## src/design/ipv4_prefix_trie_match_defines.svh

```systemverilog
// Assertion macros for the prefix trie RTL.
`ifndef IPV4_PREFIX_TRIE_MATCH_DEFINES_SVH
`define IPV4_PREFIX_TRIE_MATCH_DEFINES_SVH

// Checks that the consequent holds in the same cycle as the antecedent.
`define IPTM_AST_NOW(lbl, clk, rst_n, a, c) \
    lbl: assert property (@(posedge clk) disable iff (!(rst_n)) (a) |-> (c)) \
        else $error("iptm same-cycle check failed");

// Checks that the consequent holds in the cycle after the antecedent.
`define IPTM_AST_NEXT(lbl, clk, rst_n, a, c) \
    lbl: assert property (@(posedge clk) disable iff (!(rst_n)) (a) |=> (c)) \
        else $error("iptm next-cycle check failed");

`endif

```

## src/design/iptm_pkg.sv

```systemverilog
// Shared constants, codes and control structs of the IPv4 prefix trie.
`timescale 1ns / 1ps
package iptm_pkg;

    localparam int LEVEL_TWO_TABLES_DEF   = 16;
    localparam int LEVEL_THREE_TABLES_DEF = 256;
    localparam int TAG_WIDTH_DEF          = 30;

    localparam int L1_SIZE = 4096;
    localparam int L2_SIZE = 4096;
    localparam int L3_SIZE = 256;
    localparam int PAY_W   = 30;

    localparam logic [1:0] ENT_EMPTY = 2'd0;
    localparam logic [1:0] ENT_SET   = 2'd1;
    localparam logic [1:0] ENT_TABLE = 2'd2;

    localparam logic [1:0] KIND_LOOKUP = 2'd0;
    localparam logic [1:0] KIND_INSERT = 2'd1;
    localparam logic [1:0] KIND_PURGE  = 2'd2;

    // Table memory access selected by the controller.
    localparam logic [3:0] A_NONE      = 4'd0;
    localparam logic [3:0] A_L1_LOOKUP = 4'd1;
    localparam logic [3:0] A_L2_LOOKUP = 4'd2;
    localparam logic [3:0] A_L3_LOOKUP = 4'd3;
    localparam logic [3:0] A_L1_RUN_RD = 4'd4;
    localparam logic [3:0] A_L1_SET    = 4'd5;
    localparam logic [3:0] A_L1_CLR    = 4'd6;
    localparam logic [3:0] A_L1_PTR    = 4'd7;
    localparam logic [3:0] A_L2_RUN_RD = 4'd8;
    localparam logic [3:0] A_L2_SET    = 4'd9;
    localparam logic [3:0] A_L2_CLR    = 4'd10;
    localparam logic [3:0] A_L2_PTR    = 4'd11;
    localparam logic [3:0] A_L3_RUN_RD = 4'd12;
    localparam logic [3:0] A_L3_SET    = 4'd13;
    localparam logic [3:0] A_L3_CLR    = 4'd14;
    localparam logic [3:0] A_F2_RD     = 4'd15;

    // Source of the pending result word.
    localparam logic [2:0] R_NONE = 3'd0;
    localparam logic [2:0] R_OK   = 3'd1;
    localparam logic [2:0] R_FULL = 3'd2;
    localparam logic [2:0] R_ROOT = 3'd3;
    localparam logic [2:0] R_L1   = 3'd4;
    localparam logic [2:0] R_L2   = 3'd5;
    localparam logic [2:0] R_L3   = 3'd6;

    typedef struct packed {
        logic       in_ready;
        logic       emit;
        logic [3:0] acc;
        logic [2:0] res;
        logic       k_clr;
        logic       k_inc;
        logic       j_clr;
        logic       j_inc;
        logic       scan_clr;
        logic       scan_inc;
        logic       root_set;
        logic       root_table;
        logic       root_empty;
        logic       free_all;
        logic       t2_from_l1;
        logic       t2_from_scan;
        logic       t3_from_l2;
        logic       t3_from_scan;
        logic       take2;
        logic       take3;
        logic       give2;
        logic       give3;
        logic       ft_load;
    } t_cmd;

    typedef struct packed {
        logic       in_valid;
        logic [1:0] kind;
        logic       p_zero;
        logic       p_le12;
        logic       p_le24;
        logic [1:0] root_code;
        logic [1:0] l1_code;
        logic       l1_ok;
        logic [1:0] l2_code;
        logic       l2_ok;
        logic       l3_set;
        logic       k_last1;
        logic       k_last2;
        logic       k_last3;
        logic       k_full12;
        logic       k_full8;
        logic       j_full;
        logic       scan_free2;
        logic       scan_free3;
        logic       scan_last2;
        logic       scan_last3;
        logic       out_free;
    } t_sts;

endpackage

```

## src/design/iptm_ctrl.sv

```systemverilog
// Controller: sequences lookups, inserts, table clears and table frees.
`timescale 1ns / 1ps
module iptm_ctrl (
    input  logic           i_clk,
    input  logic           i_rst_n,
    input  iptm_pkg::t_sts i_sts,
    output iptm_pkg::t_cmd o_cmd
);
    import iptm_pkg::*;

    localparam logic [4:0] S_IDLE   = 5'd0;
    localparam logic [4:0] S_DISP   = 5'd1;
    localparam logic [4:0] S_LK1    = 5'd2;
    localparam logic [4:0] S_LK2    = 5'd3;
    localparam logic [4:0] S_LK3    = 5'd4;
    localparam logic [4:0] S_CLR1   = 5'd5;
    localparam logic [4:0] S_I1     = 5'd6;
    localparam logic [4:0] S_R1_RD  = 5'd7;
    localparam logic [4:0] S_R1_CK  = 5'd8;
    localparam logic [4:0] S_F2_RD  = 5'd9;
    localparam logic [4:0] S_F2_CK  = 5'd10;
    localparam logic [4:0] S_I1_CK  = 5'd11;
    localparam logic [4:0] S_TAKE2  = 5'd12;
    localparam logic [4:0] S_CLR2   = 5'd13;
    localparam logic [4:0] S_W1PTR  = 5'd14;
    localparam logic [4:0] S_I2     = 5'd15;
    localparam logic [4:0] S_R2_RD  = 5'd16;
    localparam logic [4:0] S_R2_CK  = 5'd17;
    localparam logic [4:0] S_I2_CK  = 5'd18;
    localparam logic [4:0] S_TAKE3  = 5'd19;
    localparam logic [4:0] S_CLR3   = 5'd20;
    localparam logic [4:0] S_W2PTR  = 5'd21;
    localparam logic [4:0] S_R3_RD  = 5'd22;
    localparam logic [4:0] S_R3_CK  = 5'd23;
    localparam logic [4:0] S_DONE   = 5'd24;

    logic [4:0] r_state;
    logic [4:0] n_state;

    always_ff @(posedge i_clk) begin
        if (!i_rst_n) begin
            r_state <= S_IDLE;
        end else begin
            r_state <= n_state;
        end
    end

    always_comb begin
        o_cmd   = '0;
        n_state = r_state;
        unique case (r_state)
            S_IDLE: begin
                o_cmd.in_ready = 1'b1;
                if (i_sts.in_valid) begin
                    n_state = S_DISP;
                end
            end
            S_DISP: begin
                n_state = S_DONE;
                o_cmd.res = R_OK;
                unique case (i_sts.kind)
                    KIND_LOOKUP: begin
                        if (i_sts.root_code == ENT_SET) begin
                            o_cmd.res = R_ROOT;
                        end else if (i_sts.root_code == ENT_TABLE) begin
                            o_cmd.res = R_NONE;
                            o_cmd.acc = A_L1_LOOKUP;
                            n_state   = S_LK1;
                        end
                    end
                    KIND_INSERT: begin
                        if (i_sts.p_zero) begin
                            if (i_sts.root_code != ENT_SET) begin
                                o_cmd.root_set = 1'b1;
                                o_cmd.free_all = 1'b1;
                            end
                        end else if (i_sts.root_code != ENT_SET) begin
                            o_cmd.res   = R_NONE;
                            o_cmd.k_clr = 1'b1;
                            n_state = (i_sts.root_code == ENT_TABLE) ? S_I1 : S_CLR1;
                        end
                    end
                    KIND_PURGE: begin
                        o_cmd.root_empty = 1'b1;
                        o_cmd.free_all   = 1'b1;
                    end
                    default: ;
                endcase
            end
            S_LK1: begin
                n_state = S_DONE;
                if (i_sts.l1_code == ENT_SET) begin
                    o_cmd.res = R_L1;
                end else if (i_sts.l1_code == ENT_TABLE && i_sts.l1_ok) begin
                    o_cmd.acc = A_L2_LOOKUP;
                    n_state   = S_LK2;
                end else begin
                    o_cmd.res = R_OK;
                end
            end
            S_LK2: begin
                n_state = S_DONE;
                if (i_sts.l2_code == ENT_SET) begin
                    o_cmd.res = R_L2;
                end else if (i_sts.l2_code == ENT_TABLE && i_sts.l2_ok) begin
                    o_cmd.acc = A_L3_LOOKUP;
                    n_state   = S_LK3;
                end else begin
                    o_cmd.res = R_OK;
                end
            end
            S_LK3: begin
                n_state   = S_DONE;
                o_cmd.res = i_sts.l3_set ? R_L3 : R_OK;
            end
            // A fresh level-one table is swept empty one entry a cycle.
            S_CLR1: begin
                o_cmd.acc = A_L1_CLR;
                if (i_sts.k_full12) begin
                    o_cmd.root_table = 1'b1;
                    o_cmd.k_clr      = 1'b1;
                    n_state          = S_I1;
                end else begin
                    o_cmd.k_inc = 1'b1;
                end
            end
            S_I1: begin
                if (i_sts.p_le12) begin
                    n_state = S_R1_RD;
                end else begin
                    o_cmd.acc = A_L1_RUN_RD;
                    n_state   = S_I1_CK;
                end
            end
            S_R1_RD: begin
                o_cmd.acc = A_L1_RUN_RD;
                n_state   = S_R1_CK;
            end
            S_R1_CK: begin
                if (i_sts.l1_code != ENT_SET) begin
                    o_cmd.acc = A_L1_SET;
                end
                if (i_sts.l1_code == ENT_TABLE && i_sts.l1_ok) begin
                    o_cmd.ft_load = 1'b1;
                    o_cmd.j_clr   = 1'b1;
                    n_state       = S_F2_RD;
                end else if (i_sts.k_last1) begin
                    o_cmd.res = R_OK;
                    n_state   = S_DONE;
                end else begin
                    o_cmd.k_inc = 1'b1;
                    n_state     = S_R1_RD;
                end
            end
            // Walk a replaced level-two table and hand back it and its level-three tables.
            S_F2_RD: begin
                o_cmd.acc = A_F2_RD;
                n_state   = S_F2_CK;
            end
            S_F2_CK: begin
                o_cmd.give3 = 1'b1;
                if (!i_sts.j_full) begin
                    o_cmd.j_inc = 1'b1;
                    n_state     = S_F2_RD;
                end else begin
                    o_cmd.give2 = 1'b1;
                    if (i_sts.k_last1) begin
                        o_cmd.res = R_OK;
                        n_state   = S_DONE;
                    end else begin
                        o_cmd.k_inc = 1'b1;
                        n_state     = S_R1_RD;
                    end
                end
            end
            S_I1_CK: begin
                if (i_sts.l1_code == ENT_SET) begin
                    o_cmd.res = R_OK;
                    n_state   = S_DONE;
                end else if (i_sts.l1_code == ENT_TABLE && i_sts.l1_ok) begin
                    o_cmd.t2_from_l1 = 1'b1;
                    n_state          = S_I2;
                end else begin
                    o_cmd.scan_clr = 1'b1;
                    n_state        = S_TAKE2;
                end
            end
            S_TAKE2: begin
                if (i_sts.scan_free2) begin
                    o_cmd.take2        = 1'b1;
                    o_cmd.t2_from_scan = 1'b1;
                    o_cmd.k_clr        = 1'b1;
                    n_state            = S_CLR2;
                end else if (i_sts.scan_last2) begin
                    o_cmd.res = R_FULL;
                    n_state   = S_DONE;
                end else begin
                    o_cmd.scan_inc = 1'b1;
                end
            end
            S_CLR2: begin
                o_cmd.acc = A_L2_CLR;
                if (i_sts.k_full12) begin
                    o_cmd.k_clr = 1'b1;
                    n_state     = S_W1PTR;
                end else begin
                    o_cmd.k_inc = 1'b1;
                end
            end
            S_W1PTR: begin
                o_cmd.acc = A_L1_PTR;
                n_state   = S_I2;
            end
            S_I2: begin
                if (i_sts.p_le24) begin
                    n_state = S_R2_RD;
                end else begin
                    o_cmd.acc = A_L2_RUN_RD;
                    n_state   = S_I2_CK;
                end
            end
            S_R2_RD: begin
                o_cmd.acc = A_L2_RUN_RD;
                n_state   = S_R2_CK;
            end
            S_R2_CK: begin
                if (i_sts.l2_code != ENT_SET) begin
                    o_cmd.acc   = A_L2_SET;
                    o_cmd.give3 = 1'b1;
                end
                if (i_sts.k_last2) begin
                    o_cmd.res = R_OK;
                    n_state   = S_DONE;
                end else begin
                    o_cmd.k_inc = 1'b1;
                    n_state     = S_R2_RD;
                end
            end
            S_I2_CK: begin
                if (i_sts.l2_code == ENT_SET) begin
                    o_cmd.res = R_OK;
                    n_state   = S_DONE;
                end else if (i_sts.l2_code == ENT_TABLE && i_sts.l2_ok) begin
                    o_cmd.t3_from_l2 = 1'b1;
                    n_state          = S_R3_RD;
                end else begin
                    o_cmd.scan_clr = 1'b1;
                    n_state        = S_TAKE3;
                end
            end
            S_TAKE3: begin
                if (i_sts.scan_free3) begin
                    o_cmd.take3        = 1'b1;
                    o_cmd.t3_from_scan = 1'b1;
                    o_cmd.k_clr        = 1'b1;
                    n_state            = S_CLR3;
                end else if (i_sts.scan_last3) begin
                    o_cmd.res = R_FULL;
                    n_state   = S_DONE;
                end else begin
                    o_cmd.scan_inc = 1'b1;
                end
            end
            S_CLR3: begin
                o_cmd.acc = A_L3_CLR;
                if (i_sts.k_full8) begin
                    o_cmd.k_clr = 1'b1;
                    n_state     = S_W2PTR;
                end else begin
                    o_cmd.k_inc = 1'b1;
                end
            end
            S_W2PTR: begin
                o_cmd.acc = A_L2_PTR;
                n_state   = S_R3_RD;
            end
            S_R3_RD: begin
                o_cmd.acc = A_L3_RUN_RD;
                n_state   = S_R3_CK;
            end
            S_R3_CK: begin
                if (!i_sts.l3_set) begin
                    o_cmd.acc = A_L3_SET;
                end
                if (i_sts.k_last3) begin
                    o_cmd.res = R_OK;
                    n_state   = S_DONE;
                end else begin
                    o_cmd.k_inc = 1'b1;
                    n_state     = S_R3_RD;
                end
            end
            S_DONE: begin
                if (i_sts.out_free) begin
                    o_cmd.emit = 1'b1;
                    n_state    = S_IDLE;
                end
            end
            default: n_state = S_IDLE;
        endcase
    end

endmodule
```

## config.mk

```make
export PLATFORM = sky130hd
export DESIGN_NAME = iptm_ctrl
export DESIGN_NICKNAME = d
export VERILOG_FILES = /design/src/design/ipv4_prefix_trie_match_defines.svh /design/src/design/iptm_pkg.sv /design/src/design/iptm_ctrl.sv
export SDC_FILE = /design/constraint.sdc
export NUM_CORES = 1
export LEC_CHECK = 0
export ABC_CLOCK_PERIOD_IN_PS = 1700
export BUFFER_PORTS_ARGS = -buffer_cell sky130_fd_sc_hd__buf_4
export CORE_MARGIN = 2
export CORE_UTILIZATION = 45
export CTS_CLUSTER_DIAMETER = 80
export CTS_CLUSTER_SIZE = 30
export DETAILED_ROUTE_END_ITERATION = 8
export PLACE_DENSITY = 0.74
export SYNTH_ARGS = -nofsm -noshare
export SYNTH_HDL_FRONTEND = slang
export SYNTH_SLANG_ARGS = --single-unit
export TNS_END_PERCENT = 5
```

## constraint.sdc

```tcl
create_clock -name i_clk -period 1.7 [get_ports i_clk]
set_input_delay 0.17 -clock i_clk [delete_from_list [all_inputs] [get_ports i_clk]]
set_output_delay 0.17 -clock i_clk [all_outputs]
set_load 0.01 [all_outputs]
```

# --- Yosys cells after proc, flatten, opt, wreduce, memory -nomap -nowiden ---
# Index checks and enable logic that the tools add are counted.
op_classes:
  addsub: 0
  multipliers: 0
  n_div: 0
  n_lt_le_gt_ge: 0
  n_eq_ne: 42
  shifts: 0
  n_mux: 115
  bitwise: 0
  reduce_logical: 6
op_table:
  columns: ["op", "count"]
  rows:
  - ["$pmux W5 S25", 1]
  - ["$mux W5", 22]
  - ["$pmux W4 S17", 1]
  - ["$mux W1", 53]
  - ["$eq A5 B5 Y1 const B", 9]
  - ["$eq A5 B4 Y1 const B", 8]
  - ["$pmux W3 S12", 1]
  - ["$mux W4", 8]
  - ["$mux W2", 14]
  - ["$mux W3", 7]
  - ["$eq A5 B3 Y1 const B", 4]
  - ["$eq A5 B2 Y1 const B", 2]
  - ["$ne A2 B2 Y1 const B", 5]
  - ["$pmux W5 S2", 1]
  - ["$eq A2 B1 Y1 const B", 4]
  - ["$eq A2 B2 Y1 const B", 4]
  - ["$pmux W1 S2", 4]
  - ["$reduce_and A7 Y1", 1]
  - ["$ne A2 B1 Y1 const B", 3]
  - ["$ne A3 B3 Y1 const B", 2]
  - ["$pmux W1 S6", 1]
  - ["$pmux W3 S2", 1]
  - ["$eq A5 B1 Y1 const B", 1]
  - ["$logic_not A5 Y1", 1]
  - ["other kinds (4)", 5]
totals:
  ff_bits: 5
  latch_bits: 0
  mem_bits_rw: 0
  romBits: 0
  inputBits: 28
  output_inout_bits: 28
  elab_cells: 164
  memories: 0

# --- Longest topological paths before layout ---
depth:
  depth_word: 6
  depth_mapped: 8
  mapped_depth_nobuf: 7

# --- Least setup slack after synthesis ---
# No wires, ideal clock.
synth_path:
  path_type: "reg2out"
  from: "reg r_state[3]"
  to: "out o_cmd[9] (netlist name)"
  t_arrival_ps: 1599
  t_required_ps: 1530
  path_slack_ps: -69
  stages_incl_launch_ff: 7
  n_path_buf: 2
  path_cell_list: "dfxtp_1 buf_6 buf_6 nor3_1 nand2_1 nor3_1 o21a_1"
synth_lines:
  columns: ["item", "line_no", "source"]
  rows:
  - ["start: declaration", "iptm_ctrl.sv:37", "logic [4:0] r_state;"]
  - ["start signal: assignment", "iptm_ctrl.sv:44", "r_state <= n_state;"]
  - ["end: declaration", "iptm_ctrl.sv:7", "output iptm_pkg::t_cmd o_cmd"]

==> results.json <==
{
  "ys_warn_count": 0,
  "drt-total-wl_mm": 6.91,
  "regMostFlops": "r_state",
  "dp_slack_ns": -0.235,
  "yosysTopAreaCell": "dfxtp_1",
  "die_area_mm2": 0.00377,
  "crit_fanout": 7,
  "grt_setup_unrepaired": "yes",
  "synth_most_common_cell": "nand2_1",
  "ys.flop_type": "dfxtp_1",
  "status": "finished with violations",
  "grt.overflow.total": 0,
  "postPlaceCellArea_mm2": 0.00234,
  "worstSetupEndpointType": "output port",
  "clock-sinks": 5,
  "pin_count": 56,
  "grt_pass1_vias": 2122,
  "synth_edf_count": 0,
  "cts_tree": "built",
  "crit_chain": "buf_4 -> or4b_4 -> a211oi_2 -> nor2_1 -> nand2_1 -> buf_4",
  "clk_pin_slew_ns": 0.05,
  "maxSlewHeadroom_pct": 63.6,
  "insertion_delay_ns": 0.25,
  "cts_root_buf": "clkbuf_4",
  "yosysSeqAreaShare_pct": 6.75,
  "fin_skew_ns": 0.00351,
  "hpwl_mm": 5.24,
  "fin_ws_ns": -0.349,
  "dr.first_iter.drc_count": 325,
  "diodes": 0,
  "hold_viol": 0,
  "h-tree-depth": 1,
  "synthCells": 231,
  "power_density_mw_per_mm2": 1280,
  "port_buffers": 55,
  "cp-start-kind": "flop",
  "nNetsFinal": 374,
  "numCtsBuffers": 3,
  "critPathSlowestCell": "or4b_4",
  "fmax_mhz": 488,
  "synth_area_leaders": "dfxtp_1 (6.8%), o21ai_0 (6.1%), nand2_1 (5.3%), ha_1 (5.1%), nor2_1 (5.1%)",
  "num_vias": 2389,
  "via_per_inst": 6.24,
  "post_drt_wl_per_cell_um": 18.1,
  "cts_hold_buf": 0,
  "period_share_pct": 121,
  "worstPathBufferInverterCount": 2,
  "die_y_um": 61.4,
  "largest_reg_flops": 5,
  "finish.cell_count_without_fillers": 383,
  "avgSynthCellArea_um2": 6.42,
  "drc": 0,
  "post_synth_num_cell_types": 54,
  "initial_core_util_pct": 47.8,
  "synth_common_cells": "nand2_1 (21), nor2_1 (20), o21ai_0 (18), nor3_1 (14), nor2b_1 (12)",
  "final.fill_count": 231,
  "cts_max_path_buffers": 2,
  "ir_drop_v": 0.000851,
  "critPathTopFamily": "simple AND/OR/NAND/NOR gates",
  "ant_nets": 0,
  "ys_ff_latch": 5,
  "postLayoutCellArea_mm2": 0.00254,
  "maxSlewViolCount": 0,
  "dr.pass1.iters": 7,
  "maxCapViolations": 0,
  "crit_top_cell": "buf_4",
  "period_minus_slack_ns": 2.05,
  "num_rows": 20,
  "hold_class": "in -> reg",
  "synth_nets": 265,
  "synth_async_sr_flop_share_pct": 0,
  "grt_max_degree": 15,
  "reg_top3": "r_state x5",
  "die_w_um": 61.4,
  "finalSetupViolCount": 30,
  "grt_antenna_before_repair": 0,
  "syn2layout_area_growth_pct": 71.5,
  "worst_pin_slew_ns": 0.545,
  "grt_pass1_wl_mm": 10.1,
  "hold_ws_ns": 0.210,
  "cp.arrival_ns": 1.88,
  "max_stage_delay_ns": 0.51,
  "core-area_mm2": 0.00310,
  "drive_gt1_share_pct": 47.5,
  "required_ns": 1.53,
  "tns_ns": -4.89,
  "path_class": "reg -> out",
  "grtUsageTotal_pct": 36.1,
  "gp_congestion": 0.971,
  "leakage_nw": 1.19,
  "synth_area_mm2": 0.00148,
  "violations": "setup timing",
  "dp_cells": 376,
  "synth_top_area_share_pct": 6.75
}
## repair_timing
action / 4_1_cts / 5_1_grt
pin swaps: 5 / 5
gates resized for setup: 32 / 13
endpoints found under the setup margin: 33 / 33
buffers inserted: 1 / 2
cloned: 0 / 0
## layout make-up
class / count / area, um^2 / share of cell area, %
Timing Repair Buffer: 125 / 961 / 37.8
Tap cell: 44 / 55.1 / 2.17
Sequential cell: 5 / 116 / 4.58
Clock buffer: 3 / 22.5 / 0.886
Clock inverter: 1 / 5.00 / 0.197
Multi-Input combinational cell: 194 / 1340 / 52.8
Inverter: 11 / 41.3 / 1.62
## layout by cell type, fill, tap and decap left out, types with 6 or more instances in the layout
| master | n |
|---|---|
| o21ai_0 | 12 |
| nor2_1 | 19 |
| nand3b_1 | 8 |
| nor3_1 | 7 |
| buf_4 | 119 |
| buf_6 | 6 |
| ha_1 | 6 |
| o21ai_1 | 8 |
| nand2b_1 | 6 |
| inv_1 | 11 |
| nand2_1 | 21 |
| a21oi_1 | 9 |
| nor2b_1 | 11 |
| nor3_2 | 6 |
| nand3_1 | 9 |
## path summary, 6_finish.rpt
check | startpoint | to | slack [ns] | cells past startpoint
worst max-delay path | r_state[3] | o_cmd[17] | -0.35 | 6
worst min-delay path | i_rst_n | r_state[2] | 0.21 | 2
worst min register to register | r_state[0] | r_state[0] | 0.62 | 2
worst max register to register | r_state[2] | r_state[0] | -0.22 | 6
## metal layers
metal / GRT usage (%) / up-vias / wire length, um
met1: 46.9 / 1073 / 2600
li1: - / 1084 / -
met4: 11.6 / 0 / 264
met2: 60.8 / 198 / 3240
met5: 0 / - / 0
met3: 6.30 / 34 / 811
## where the power goes
group	total (mW)	internal, mW	switching [mW]
Sequential	0.273	0.182	0.0912
Clock	0.145	0.0857	0.0591
Combinational	2.84	1.43	1.41
Total	3.26	1.69	1.56
## stage by stage
step,util (%),total power [mW]
detailed placement,75.3,2.69
global placement,75.3,2.67
finish,81.9,3.26
global route,81.9,3.43
CTS,79.9,3.04
floorplan,-,1.49
## kinds of logic after synthesis
kind of cell	Yosys count	share of synthesized area [%]
and+or+nand+nor	121	46.2
DFF	5	6.75
buffers and inverters	32	11.1
adders and majority gates	6	5.06
muxes	1	0.675
AOI/OAI and AO/OA	66	30.3
(Power assumes the default switching activity.)
